[config.mk]
export PLATFORM = sky130hd
export DESIGN_NAME = sabc_queue
export DESIGN_NICKNAME = d
export VERILOG_FILES = /design/src/sv/sabc_pkg.sv /design/src/sv/sabc_queue.sv
export SDC_FILE = /design/constraint.sdc
export NUM_CORES = 1
export LEC_CHECK = 0
export BUFFER_PORTS_ARGS = -buffer_cell sky130_fd_sc_hd__clkbuf_2
export CAP_MARGIN = 20
export CORE_ASPECT_RATIO = 0.8
export CORE_MARGIN = 4
export CORE_UTILIZATION = 55
export DETAILED_ROUTE_END_ITERATION = 6
export PLACE_DENSITY_LB_ADDON = 0.08
export SLEW_MARGIN = 20
export SYNTH_ARGS = -nofsm -noshare
export SYNTH_HDL_FRONTEND = slang
export SYNTH_SLANG_ARGS = --single-unit
[constraint.sdc]
create_clock -name clk_i -period 9.75 [get_ports clk_i]
set_input_delay 1.4625 -clock clk_i [delete_from_list [all_inputs] [get_ports clk_i]]
set_output_delay 1.4625 -clock clk_i [all_outputs]
set_load 0.02 [all_outputs]
[src/sv/sabc_pkg.sv]
// Shared types and constants for the sprite alpha-blend compositor.
// Used by the front end, the command queue, the back end and the top level.
`timescale 1ns / 1ps

package sabc_pkg;

  localparam logic [1:0] OP_WRITE = 2'd0;
  localparam logic [1:0] OP_BLEND = 2'd1;
  localparam logic [1:0] OP_READ  = 2'd2;

  localparam logic [1:0] ST_STORED  = 2'd0;
  localparam logic [1:0] ST_CLIPPED = 2'd1;
  localparam logic [1:0] ST_SKIPPED = 2'd2;
  localparam logic [1:0] ST_READ    = 2'd3;

  localparam int unsigned CfgIdxW = 2;
  localparam logic [CfgIdxW-1:0] CFG_ROW_OFFSET = 2'd0;
  localparam logic [CfgIdxW-1:0] CFG_COL_OFFSET = 2'd1;

  localparam int unsigned OffW = 10;

  typedef enum logic [1:0] {
    K_WRITE,
    K_READ,
    K_BLEND,
    K_DONE
  } kind_e;

  typedef enum logic [1:0] {
    BS_IDLE,
    BS_FETCH,
    BS_MIX
  } back_state_e;

  typedef struct packed {
    logic [1:0] op;
    logic [7:0] row;
    logic [7:0] col;
    logic [7:0] chan_first;
    logic [7:0] chan_second;
    logic [7:0] chan_third;
    logic [7:0] alpha;
  } in_t;

  typedef struct packed {
    logic [1:0] status;
    logic [7:0] out_first;
    logic [7:0] out_second;
    logic [7:0] out_third;
  } out_t;

  // Pixel layout: third channel in the top byte, first channel in the low byte.
  typedef struct packed {
    kind_e       kind;
    logic [1:0]  status;
    logic [23:0] pixel;
    logic [7:0]  alpha;
  } cmd_t;

endpackage

[src/sv/sabc_queue.sv]
// Two-entry command queue between the front end and the back end.
// Depends on sabc_pkg for the command type.
`timescale 1ns / 1ps

module sabc_queue #(
  parameter int unsigned AW = 16
) (
  input  logic           clk_i,
  input  logic           rst_ni,
  input  logic           push_valid_i,
  output logic           push_stall_o,
  input  sabc_pkg::cmd_t push_cmd_i,
  input  logic [AW-1:0]  push_addr_i,
  output logic           pop_valid_o,
  input  logic           pop_ready_i,
  output sabc_pkg::cmd_t pop_cmd_o,
  output logic [AW-1:0]  pop_addr_o
);

  sabc_pkg::cmd_t cmd_q [2];
  logic [AW-1:0]  addr_q [2];
  logic           wr_ptr_q, wr_ptr_d;
  logic           rd_ptr_q, rd_ptr_d;
  logic [1:0]     count_q, count_d;
  logic           push, pop;

  assign push_stall_o = (count_q == 2'd2);
  assign pop_valid_o  = (count_q != 2'd0);
  assign push         = push_valid_i && !push_stall_o;
  assign pop          = pop_ready_i && pop_valid_o;
  assign pop_cmd_o    = cmd_q[rd_ptr_q];
  assign pop_addr_o   = addr_q[rd_ptr_q];

  always_comb begin
    wr_ptr_d = push ? !wr_ptr_q : wr_ptr_q;
    rd_ptr_d = pop ? !rd_ptr_q : rd_ptr_q;
    count_d  = count_q;
    if (push && !pop) begin
      count_d = count_q + 2'd1;
    end else if (pop && !push) begin
      count_d = count_q - 2'd1;
    end
  end

  always_ff @(posedge clk_i or negedge rst_ni) begin
    if (!rst_ni) begin
      wr_ptr_q <= 1'b0;
      rd_ptr_q <= 1'b0;
      count_q  <= 2'd0;
    end else begin
      wr_ptr_q <= wr_ptr_d;
      rd_ptr_q <= rd_ptr_d;
      count_q  <= count_d;
    end
  end

  always_ff @(posedge clk_i) begin
    if (push) begin
      cmd_q[wr_ptr_q]  <= push_cmd_i;
      addr_q[wr_ptr_q] <= push_addr_i;
    end
  end

endmodule

; ---- Word level (Yosys, flattened, before mapping)
; Memory sizes are Yosys's and may differ from the RTL's.
; Index checks and enable logic that the tools add are counted.
; W data, S select, Z words.
[op_classes]
n_reduce_logical = 11
n_addsub = 2
eq_ne = 1
mux = 4
[ops]
columns = operator, n
row1 = $logic_not A1 Y1, 5
row2 = $logic_and A1 B1 Y1, 4
row3 = $mux W2, 2
row4 = $reduce_bool A2 Y1, 2
row5 = $add A2 B1 Y2 const B, 1
row6 = $eq A2 B2 Y1 const B, 1
row7 = $mux W1, 2
row8 = $sub A2 B1 Y2 const B, 1
[word_totals]
word_cells = 23
n_memories = 2
register_bits = 4
ramBits = 104
[mem_list]
columns = name, depth, word_bits, read_ports, rd_ports_with_merged_regs, write_ports, line_no
row1 = cmd_q, 2, 36, 1, 0, 1, sabc_queue.sv:20  ; sabc_pkg::cmd_t cmd_q [2];
row2 = addr_q, 2, 16, 1, 0, 1, sabc_queue.sv:21  ; logic [AW-1:0] addr_q [2];

; ---- Logic depth before layout (Yosys ltp)
[logic_depth]
ltp_word = 7
depth_mapped = 7
ltp_nobuf = 7

; ---- Worst setup path after synthesis
; No wires, ideal clock.
[synth_timing]
kind = in2reg
from = input port push_valid_i
to = memory addr_q[0][0], enable pin
cell_stages = 2
n_path_buf = 0
setup_ns = 0.462
setup_slack_ns = 5.557
arrival_ns = 3.732
cell_sequence = nand2_1 nor2_1
[synth_via]
elab_chain_len = 3
[synth_rtl]
columns = item, line_no
row1 = start: declaration, sabc_queue.sv:10  ; input logic push_valid_i,
row2 = $logic_and A1 B1 Y1, sabc_queue.sv:29  ; assign push = push_valid_i && !push_stall_o;
row3 = $mux W1, sabc_queue.sv:58  ; if (push) begin
row4 = $mux W1 (implied by the code), sabc_queue.sv:60  ; addr_q[wr_ptr_q] <= push_addr_i;
row5 = end: declaration, sabc_queue.sv:21
; Every way passes these cells.

; ---- Worst setup path in the final report
[layout_timing]
from = register rd_ptr_q
to = output port pop_addr_o[7]
[layout_via]
elab_chain_len = 1
[layout_rtl]
columns = item, line_no
row1 = start: declaration, sabc_queue.sv:23  ; logic rd_ptr_q, rd_ptr_d;
row2 = start signal: assignment, sabc_queue.sv:52  ; rd_ptr_q <= rd_ptr_d;
row3 = $mem_v2 Z2 W16, n/a
row4 = end: declaration, sabc_queue.sv:17  ; output logic [AW-1:0] pop_addr_o
; Every way passes these cells.

==> summary by stage <==
Cells and area
The fraction of final layout cells with drive strength greater than 1 is between 50% and 60%. The multi-input combinational cells in the finished layout cover a total of 871 sq um. The register area is 3230 sq um. The count of nets after finishing is approximately 350. The count of filler cells inserted in the layout is 544. For this run, the share of the core covered by cells in the final layout is 67.4%.

0 antenna diodes ended up in the layout. The signed area change from the synthesized netlist to the final layout is 19.1%. The final instance count without filler cells is between 400 and 500.

Logic synthesis
The combinational family with the most area after synthesis is multiplexers. The number of nets in the synthesized netlist is about 240. The post-synthesis share of cell area spent on full adders, half adders and majority gates is 0.298%. The count of state elements after synthesis is between 100 and 150. The per-instance average area after synthesis is between 20 and 25 sq um.

Yosys printed 0 warnings. The post-synthesis instance area is between 4000 and 5000 sq um. The number of library cell types mapped by synthesis is 16.

Summing the areas of all compound-gate instances in the mapped netlist gives 0% of the synthesized area. The XOR/XNOR share of the synthesized area is under 10%. Of the synthesized area, sequential elements account for between 70% and 80%.

The portion of netlist area occupied by mux cells is 18.3%. Synthesis produced 181 cells. The simple-gate area share of the yosys netlist is less than 1%.

Clock tree
The total setup buffers inserted after CTS is 0. The number of levels the H-tree was split into is 3. In this run, CTS created clock tree buffers numbering 9. Buffers inserted to repair hold after CTS numbered 0.

The longest clock path from root to sink contains 2 buffers. The cell at the root of the clock tree is sky130_fd_sc_hd__clkbuf_8. The clock latency reported for the late side of the worst-skew pair is between 0.3 and 0.4 ns. CTS saw 108 sinks. The CTS tree is done. The clock transition at the registers of the reported paths is about 0.090 ns. The number of instances resized during post-cts repair is 0.

Global routing
The wire length of the first global-routing pass is 10,900 um. Global routing consumed, over all layers together, between 10% and 20% of the routing resources. The number of antenna violations at the first check in global routing is 0. Entering global routing, the biggest net connects 54 pins. The number of global-route vias before repair is 2,157. After global routing the overflow that remains totals 0.

Placed design
The final weighted congestion of routability-driven global placement is between 0.6 and 0.7. After legalization and detailed placement, the total HPWL measured ~4500 um. Once placement completed, the tool counted placed cells totaling 391. Port buffering added 109 buffers.

Pwr
The internal power is slightly above 1 mW. The clock network accounts for between 10% and 20% of the total power. In this run, flip-flops and latches consume between 40% and 50% of the power. The switching share of total power is about a third. The net switching component of the power is roughly 500 uW. VDD sags by at most around 0.25 mV. The power per unit of standard cell area is slightly above 300 nW/um^2. The analysis attributes to cell leakage a power of slightly above 2 nW. Per report_power, the combinational group accounts for about 35% of the total.

Timing
On the final layout, the worst clock skew is about 0.008 ns. Adding up every negative setup slack in the final design gives 0 ns. The number of hold-slack violations in the final timing report is 0. The transition time at the pin with the least slew margin is approximately 0.98 ns.

For the finished layout, the period the worst path requires is 3.48 ns. The achievable frequency is approximately 290 MHz. The worst slew slack as a fraction of its limit is about a third.

Setup violations remaining at the end of the flow were counted as 0. The number of max-slew violations in the final report is 0. The worst path uses approximately 36% of the clock period. The worst-case hold slack is just over 0.5 ns. Setup repair after global routing left no endpoint under its margin.

Critical path
The cell count of the worst reg-to-reg path is 4. STA classifies the critical path endpoint as an output port. At the worst endpoint, the required time is 8.29 ns. The count of buffer and inverter cells on the critical path is 1. STA classifies the critical path startpoint as a flip-flop. On the critical path the largest part of the delay comes from flip-flops. The highest fanout seen on the critical path is 53.

Data on the critical path arrives at its endpoint at ~2.0 ns. The signal on the critical path passes through mux2_2 -> clkbuf_2. The start-to-end type of the worst setup path is reg -> out. Among all stages on the critical path, the largest delay is contributed by sky130_fd_sc_hd__dfrtp_4. The critical path depth is 2. In this design, the stage delay of the slowest critical-path cell is roughly 1.1 ns.

Drt
Before antenna repair, the detailed router went through 4 iterations. The number of nets still failing antenna checks after routing is 0. The detailed-route vias per instance is about 4.9.

After detailed routing, the number of remaining DRC violations is 0. The wire length per cell after detailed routing is 16.7 um. The DRC violation total after the first TritonRoute iteration is 92. The number of vias after detailed routing is ~2,000.

The post-detailed-routing wire length is about 6800 um.

Floorplan
The floorplan step defined a die boundary enclosing just over 9000 sq um. Measured along the x axis, the die boundary spans between 100 and 150 um. The floorplan step defined a core boundary enclosing 7430 sq um. The die extent in y is approximately 86 um. The cell row count is 28. The starting utilization of the core area is 56.6%. The I/O pin count is 110.

Worst hold path
Along the worst hold path, the cell count comes to 1. The path class of the tightest hold or removal check is reg -> reg.

Run status
The run finished with clean final reports.

Job
Max-cap violations in this run came to 0.
## stage by stage
stage / instance area [sq um] / setup WS (ns) / power, mW
global placement: 4800 / 6.62 / 1.26
detailed placement: 4800 / 6.62 / 1.27
global route: 5010 / 6.15 / 1.61
CTS: 5010 / 6.21 / 1.56
finish: 5010 / 6.27 / 1.53
floorplan: 4200 / 5.56 / 1.15
## placed cells by master, fill, tap and decap left out, drive strengths merged
master,instances
and3,1
buf,2
bufinv,2
clkbuf,121
clkinvlp,2
dfrtp,4
edfxtp,104
ha,1
inv,2
mux2,52
nand2,2
nand2b,1
nor2,2
or2,1
xnor2,3
xor2,2
## area by class of cell
| class | count | area share, % |
|---|---|---|
| clock buffers | 12 | 2.70 |
| clock inverters | 4 | 1.50 |
| inverters | 2 | 0.150 |
| multi-input cells | 65 | 17.4 |
| flip-flops and latches | 108 | 64.4 |
| well taps | 105 | 2.62 |
| repair buffers | 111 | 11.2 |
## Yosys cell counts, drive strengths merged
cell type	number	area [sq um]
nor2	2	7.51
inv	2	7.51
mux2	52	769
and3	1	6.26
xor2	2	17.5
xnor2	3	26.3
nand2	2	10.0
edfxtp	104	3120
or2	1	6.26
dfrtp	4	100
buf	6	111
nand2b	1	6.26
ha	1	12.5
## sequential cells by signal (all words and copies together), names as in the netlist
register  cells
cmd_q        72
addr_q       32
count_q       2
rd_ptr_q      1
wr_ptr_q      1
## logic make-up after synthesis
family / Yosys count
XOR/XNOR: 5
adder cells (fa/ha/maj): 1
buffers and inverters: 8
flip-flops: 108
multiplexers: 52
AND/OR/NAND/NOR: 7
## worst paths after layout
path	from	end	slack (ns)
min in group asynchronous	rst_ni	wr_ptr_q	0.91
worst min-delay path	count_q[1]	count_q[1]	0.51
worst max-delay path	rd_ptr_q	pop_addr_o[7]	6.27
worst min register to register	count_q[1]	count_q[1]	0.51
max in group asynchronous	rst_ni	rd_ptr_q	8.69
worst max register to register	count_q[0]	cmd_q[0][15]	7.65
## power groups by stage
stage,clock (mW),sequential (mW),combinational [mW]
final,0.280,0.724,0.528
after global routing,0.312,0.739,0.563
after CTS,0.290,0.728,0.539
after detailed placement,0,0.738,0.535
after global placement,0,0.732,0.532
after floorplan,0,0.672,0.480
## layer usage
metal | GRT usage, % | vias to the layer above | wire length, um
met1 | 19.1 | 967 | 2810
met3 | 5.96 | 9 | 491
li1 | - | 939 | -
met2 | 27.3 | 68 | 3420
met4 | 4.24 | 0 | 74
met5 | 0 | - | 0
No activity file was read; power rests on OpenSTA's default activity.
