`src/sv/sabc_pkg.sv`:
```
// Shared types and constants for the sprite alpha-blend compositor.
// Used by the front end, the command queue, the back end and the top level.
`timescale 1ns / 1ps

package sabc_pkg;

  localparam logic [1:0] OP_WRITE = 2'd0;
  localparam logic [1:0] OP_BLEND = 2'd1;
  localparam logic [1:0] OP_READ  = 2'd2;

  localparam logic [1:0] ST_STORED  = 2'd0;
  localparam logic [1:0] ST_CLIPPED = 2'd1;
  localparam logic [1:0] ST_SKIPPED = 2'd2;
  localparam logic [1:0] ST_READ    = 2'd3;

  localparam int unsigned CfgIdxW = 2;
  localparam logic [CfgIdxW-1:0] CFG_ROW_OFFSET = 2'd0;
  localparam logic [CfgIdxW-1:0] CFG_COL_OFFSET = 2'd1;

  localparam int unsigned OffW = 10;

  typedef enum logic [1:0] {
    K_WRITE,
    K_READ,
    K_BLEND,
    K_DONE
  } kind_e;

  typedef enum logic [1:0] {
    BS_IDLE,
    BS_FETCH,
    BS_MIX
  } back_state_e;

  typedef struct packed {
    logic [1:0] op;
    logic [7:0] row;
    logic [7:0] col;
    logic [7:0] chan_first;
    logic [7:0] chan_second;
    logic [7:0] chan_third;
    logic [7:0] alpha;
  } in_t;

  typedef struct packed {
    logic [1:0] status;
    logic [7:0] out_first;
    logic [7:0] out_second;
    logic [7:0] out_third;
  } out_t;

  // Pixel layout: third channel in the top byte, first channel in the low byte.
  typedef struct packed {
    kind_e       kind;
    logic [1:0]  status;
    logic [23:0] pixel;
    logic [7:0]  alpha;
  } cmd_t;

endpackage

```
`src/sv/sabc_front.sv`:
```
// Front end: offset registers, input acceptance and classification of each word.
// Depends on sabc_pkg; feeds sabc_queue.
`timescale 1ns / 1ps

module sabc_front #(
  parameter int unsigned FRAME_DIM  = 256,
  parameter int unsigned SPRITE_DIM = 64,
  localparam int unsigned RW = $clog2(FRAME_DIM),
  localparam int unsigned AW = 2 * RW
) (
  input  logic                         clk_i,
  input  logic                         rst_ni,
  input  logic                         in_valid_i,
  output logic                         in_stall_o,
  input  sabc_pkg::in_t                in_data_i,
  input  logic                         cfg_valid_i,
  output logic                         cfg_ready_o,
  input  logic [sabc_pkg::CfgIdxW-1:0] cfg_index_i,
  input  logic [sabc_pkg::OffW-1:0]    cfg_data_i,
  output logic                         push_valid_o,
  input  logic                         push_stall_i,
  output sabc_pkg::cmd_t               push_cmd_o,
  output logic [AW-1:0]                push_addr_o
);

  localparam int unsigned CW = (RW + 2 > 11) ? RW + 2 : 11;

  logic signed [sabc_pkg::OffW-1:0] row_off_q, row_off_d;
  logic signed [sabc_pkg::OffW-1:0] col_off_q, col_off_d;

  logic        [CW-1:0] rx, cx;
  logic signed [CW-1:0] tr, tc;
  logic                 src_in_frame, dst_in_frame, in_sprite;

  assign cfg_ready_o = 1'b1;

  always_comb begin
    row_off_d = row_off_q;
    col_off_d = col_off_q;
    if (cfg_valid_i) begin
      unique case (cfg_index_i)
        sabc_pkg::CFG_ROW_OFFSET: row_off_d = cfg_data_i;
        sabc_pkg::CFG_COL_OFFSET: col_off_d = cfg_data_i;
        default: ;
      endcase
    end
  end

  always_ff @(posedge clk_i or negedge rst_ni) begin
    if (!rst_ni) begin
      row_off_q <= '0;
      col_off_q <= '0;
    end else begin
      row_off_q <= row_off_d;
      col_off_q <= col_off_d;
    end
  end

  always_comb begin
    rx = CW'(in_data_i.row);
    cx = CW'(in_data_i.col);
    tr = $signed(rx) + CW'(row_off_q);
    tc = $signed(cx) + CW'(col_off_q);
    src_in_frame = (rx < CW'(FRAME_DIM)) && (cx < CW'(FRAME_DIM));
    dst_in_frame = !tr[CW-1] && !tc[CW-1] &&
                   (tr < $signed(CW'(FRAME_DIM))) && (tc < $signed(CW'(FRAME_DIM)));
    in_sprite    = (rx < CW'(SPRITE_DIM)) && (cx < CW'(SPRITE_DIM));
  end

  always_comb begin
    push_cmd_o.kind   = sabc_pkg::K_DONE;
    push_cmd_o.status = sabc_pkg::ST_SKIPPED;
    push_cmd_o.pixel  = {in_data_i.chan_third, in_data_i.chan_second, in_data_i.chan_first};
    push_cmd_o.alpha  = in_data_i.alpha;
    push_addr_o       = {rx[RW-1:0], cx[RW-1:0]};
    unique case (in_data_i.op)
      sabc_pkg::OP_WRITE: begin
        if (src_in_frame) begin
          push_cmd_o.kind = sabc_pkg::K_WRITE;
        end else begin
          push_cmd_o.status = sabc_pkg::ST_CLIPPED;
        end
      end
      sabc_pkg::OP_READ: begin
        if (src_in_frame) begin
          push_cmd_o.kind = sabc_pkg::K_READ;
        end else begin
          push_cmd_o.status = sabc_pkg::ST_CLIPPED;
        end
      end
      sabc_pkg::OP_BLEND: begin
        push_addr_o = {tr[RW-1:0], tc[RW-1:0]};
        if (in_data_i.alpha == 8'd0) begin
          push_cmd_o.status = sabc_pkg::ST_SKIPPED;
        end else if (!in_sprite || !dst_in_frame) begin
          push_cmd_o.status = sabc_pkg::ST_CLIPPED;
        end else begin
          push_cmd_o.kind = sabc_pkg::K_BLEND;
        end
      end
      default: ;
    endcase
  end

  assign push_valid_o = in_valid_i;
  assign in_stall_o   = push_stall_i;

endmodule

```
`config.mk`:
```
export PLATFORM = sky130hd
export DESIGN_NAME = sabc_front
export DESIGN_NICKNAME = d
export VERILOG_FILES = /design/src/sv/sabc_pkg.sv /design/src/sv/sabc_front.sv
export SDC_FILE = /design/constraint.sdc
export NUM_CORES = 1
export LEC_CHECK = 0
export ABC_AREA = 1
export ABC_CLOCK_PERIOD_IN_PS = 2600
export BUFFER_PORTS_ARGS = -buffer_cell sky130_fd_sc_hd__buf_2
export CAP_MARGIN = 40
export CORE_ASPECT_RATIO = 1.4
export CORE_MARGIN = 2
export CORE_UTILIZATION = 45
export DETAILED_ROUTE_END_ITERATION = 12
export PLACE_DENSITY_LB_ADDON = 0.08
export SLEW_MARGIN = 40
export SYNTH_ARGS = -nofsm -noshare
export SYNTH_HDL_FRONTEND = slang
export SYNTH_SLANG_ARGS = --single-unit
```
`constraint.sdc`:
```
create_clock -name clk_i -period 2.6 [get_ports clk_i]
set_clock_uncertainty 0.05 [all_clocks]
set_input_delay 0.26 -clock clk_i [delete_from_list [all_inputs] [get_ports clk_i]]
set_output_delay 0.26 -clock clk_i [all_outputs]
set_load 0.05 [all_outputs]
```
# Yosys cells after proc, flatten, opt, wreduce, memory -nomap -nowiden
# Index checks and enable logic that the tools add are counted.
# classes
addsub,2
n_reduce_logical,14
magnitude_cmp,4
n_eq_ne,3
muxes,6
# ops
cell,count
$add A9 B10 Y11,2
$lt A11 B10 Y1 const B,2
$lt A8 B7 Y1 const B,2
$mux W16,1
$pmux W4 S3,1
$logic_not A8 Y1,1
$mux W2,3
$eq A2 B1 Y1 const B,2
$logic_and A1 B1 Y1,4
$logic_not A1 Y1,4
$logic_not A2 Y1,2
$reduce_and A2 Y1,2
$eq A2 B2 Y1 const B,1
$logic_or A1 B1 Y1,1
$mux W1,1
# totals
reg_bits,20
out_inout_bits,55
inputBits,67
word_cells,31

# Depth between registers and ports, before layout
# depth
ltp_word,10
ltp_mapped,13
mapped_depth_nobuf,13

# Worst setup path before layout
# Ideal clock, no wire load.
# synth_timing
kind,register to output
start,reg col_off_q[0] in the netlist's numbering
end,out push_addr_o[6]
path_buffers,0
stages_incl_launch_ff,9
required_time_ps,2290
path_slack_ps,-200
t_arrival_ps,2490
path_cell_list,dfrtp_1 ha_1 fa_1 nand2_1 nand2_1 nand2_1 o21bai_1 xnor2_1 o21ai_0
# synth_via
elab_chain_len,2
# synth_lines
item,line_no,source
"start, declared",sabc_front.sv:29,"logic signed [sabc_pkg::OffW-1:0] col_off_q, col_off_d;"
"start signal, assigned",sabc_front.sv:55,col_off_q <= col_off_d;
$add A9 B10 Y11,sabc_front.sv:63,tc = $signed(cx) + CW'(col_off_q);
$mux W16,sabc_front.sv:76,unique case (in_data_i.op)
"end, declared",sabc_front.sv:23,output logic [AW-1:0] push_addr_o
# No other way between the ends.

==> impl_metrics.toml <==
[pwr]
p_total_w = 0.001332
pwr_density_cell_mw_per_mm2 = 544.9
ir_drop_mv = 0.3428
p_leak_nw = 1.368

[sta]
rsz0062_at_grt = "true"
hold_ws_ns = 0.2121
fmaxAchievable_mhz = 398.7
setup_viol = 0
tightest_slew_ns = 0.6552
fin_crit_ns = 2.508
min_period_over_period_pct = 96.46
slew_violations = 0
finalHoldViolations = 0
relSlewSlack_pct = 56.19
tns_ns = 0

[drt]
wl_mm = 5.071
ant_nets = 0
viasPerCell = 4.875
drtIter0Drc = 38
first_pass_iters = 4
drc_errors = 0
wl_per_cell_um = 11.99
num_vias = 2062

[synthesis]
ys_ff_latch = 20
ys_seq_area_share_pct = 23.39
ys_warn_count = 0
syn-cell-area_mm2 = 0.002140
synthesis.nets = 410
synth.avg_cell_area_um2 = 6.583
syn-instance-count = 325
yosys.cell_types.count = 29

[final_layout]
drive_gt1_share_pct = 27.70
fin_cells = 423
synthToLayoutAreaGrowth_pct = 14.27
fin_area_mm2 = 0.002445
nets = 448
antenna_cells = 0

[place]
dpl.hpwl_mm = 4.025
gp_congestion = 0.8485
dp.cells = 414
io_buffers = 68
place_area_mm2 = 0.002276

[flow_run]
drv_cap = 0

[clock_network]
cts_tree = "built"
htreeDepth = 1
cts_root_buf = "clkbuf_8"
cts.clk_slew.worst_paths_ns = 0.07
clock_sink_count = 20
worstSkewPairLatency_ns = 0.25
cts_buffers = 3
cts_buffer_depth = 2

[global_route]
grt_pass1_wl_mm = 8.293
track_usage_pct = 19.14
antenna_found_initial = 0
grt_overflow = 0
first_global_vias = 1879
grt_max_degree = 21

[die]
rows = 29
design.portCount = 122
chipWidth_um = 62.28
core-area_mm2 = 0.004572
start_util_pct = 46.80
die-area_mm2 = 0.005330
die_h_um = 85.59

[worst_setup_path]
worstSetupEndpointType = "output port"
worstSetupPathType = "flop to output port"
path_cells = "ha_4 > fa_2 > nand3_2 > nand3_4 > nand2_2 > nand3b_1 > nand2_1 > inv_1 > nor2_2 > nand4_1 > nand2_1 > nand2_1 > buf_6"
cpMaxStageDelayCell = "fa_2"
required_ns = 2.29
startpoint_type = "flop"
path_max_fanout = 4
slowest_delay_ns = 0.42
worstPathArrival_ns = 2.20
crit_top_cell = "nand2_1"
path_delay_family = "simple AND/OR/NAND/NOR gates"
critPathBufInv = 2

[outcome]
outcome = "complete, no violations"

[hold_path]
hold_path.class = "input port to flop"
==> final cells by class <==
class | count | area (µm²)
clock buffers | 3 | 41.29
flip-flops and latches | 20 | 500.5
inverters | 35 | 131.4
fillers | 499 | 2127
multi-input cells | 228 | 1275
well taps | 62 | 77.57
repair buffers | 75 | 419.2
==> synth_stat cells (all sizes together) <==
cell type / instances / area [µm²]
a31o: 2 / 17.52
dfrtp: 20 / 500.5
nor2: 16 / 65.06
buf: 35 / 262.8
inv: 34 / 127.6
xor2: 3 / 26.28
a21oi: 9 / 48.80
nor4: 3 / 18.77
o21bai: 1 / 7.510
clkbuf: 7 / 26.28
clkinv: 1 / 3.750
fa: 2 / 40.04
a31oi: 1 / 6.260
nand4: 3 / 18.77
nand2: 116 / 437.9
ha: 16 / 200.2
a21boi: 1 / 7.510
or2: 2 / 12.52
o21ai: 30 / 150.1
nand3: 15 / 100.1
nand3b: 3 / 22.52
xnor2: 4 / 35.03
conb: 1 / 3.750
==> per-layer routing <==
| metal | up-vias | global-route usage (%) | wire, µm |
|---|---|---|---|
| met1 | 898 | 21.36 | 2035 |
| met2 | 70 | 35.77 | 2591 |
| met5 | - | 0 | 0 |
| li1 | 1074 | - | - |
| met4 | 0 | 6.667 | 126 |
| met3 | 20 | 4.199 | 317 |
==> registers in the layout, indices dropped and copies added (netlist names) <==
| name | flops |
|---|---|
| col_off_q | 10 |
| row_off_q | 10 |
==> cell usage in the layout (no fill, tap or decap) <==
cell and n:
buf_2 63, ha_1 12, or2_2 1, clkinv_1 1
clkbuf_8 3, a21boi_0 1, nand3b_1 3, a31o_2 2
nand3_4 1, xnor2_1 4, nand3_2 5, nor2_1 14
nand3_1 9, nand4_1 3, o21bai_1 1, nand2_2 3
inv_2 1, nor2_2 2, inv_1 33, a21oi_2 2
conb_1 1, dlygate4sd3_1 1, nor4_1 3, buf_4 6
nand2_1 113, a21oi_1 7, or2_1 1, buf_6 3
ha_4 2, ha_2 2, a31oi_1 1, xor2_1 3
dfrtp_1 20, clkbuf_4 2, o21ai_0 26, fa_2 2
o21ai_1 4
==> worst min-delay path, cell delays in order <==
cell and delay, ns:
buf_2 0.09, inv_1 0.05, o21ai_0 0.07
==> stage by stage <==
stage / setup slack, ns / utilization, %
after detailed placement: 0.1849 / 49.78
after CTS: 0.0001958 / 51.12
after global routing: -0.04360 / 53.48
after floorplan: 0.03998 / -
after global placement: 0.2296 / 49.78
final: 0.09216 / 53.48
==> power breakdown <==
part	internal [W]	total, W	leakage (nW)	switching (W)
clock network	0.000103	0.000200	0.0216	0.0000973
registers	0.000361	0.000406	0.250	0.0000455
logic	0.000260	0.000726	1.10	0.000465
==> cell families after synthesis <==
logic type | Yosys count | synth area share, %
simple gates | 158 | 31.58
other cells | 1 | 0.1753
compound gates | 44 | 11.11
flops | 20 | 23.39
fa+ha+maj | 18 | 11.23
xor+xnor | 7 | 2.866
buf+inv | 77 | 19.65
==> worst paths after layout <==
kind	from	end	slack, ns	cells past startpoint
worst max-delay path	row_off_q[0]	push_cmd_o[34]	0.09	13
worst min-delay path	cfg_data_i[5]	col_off_q[5]	0.21	3
worst max register to register	col_off_q[0]	col_off_q[0]	1.72	3
worst min register to register	row_off_q[7]	row_off_q[7]	0.45	2
max in group asynchronous	rst_ni	col_off_q[4]	1.76	2
min in group asynchronous	rst_ni	row_off_q[0]	0.43	2
==> repair_timing <==
action                                  CTS  global route
hold buffers                              1             0
resized for setup                         4            18
endpoints found under the setup margin    3             7
setup buffers                             0             5
endpoints found under the hold margin    20             0
pin swaps                                 0             6
Power figures use the tool's default switching activity.
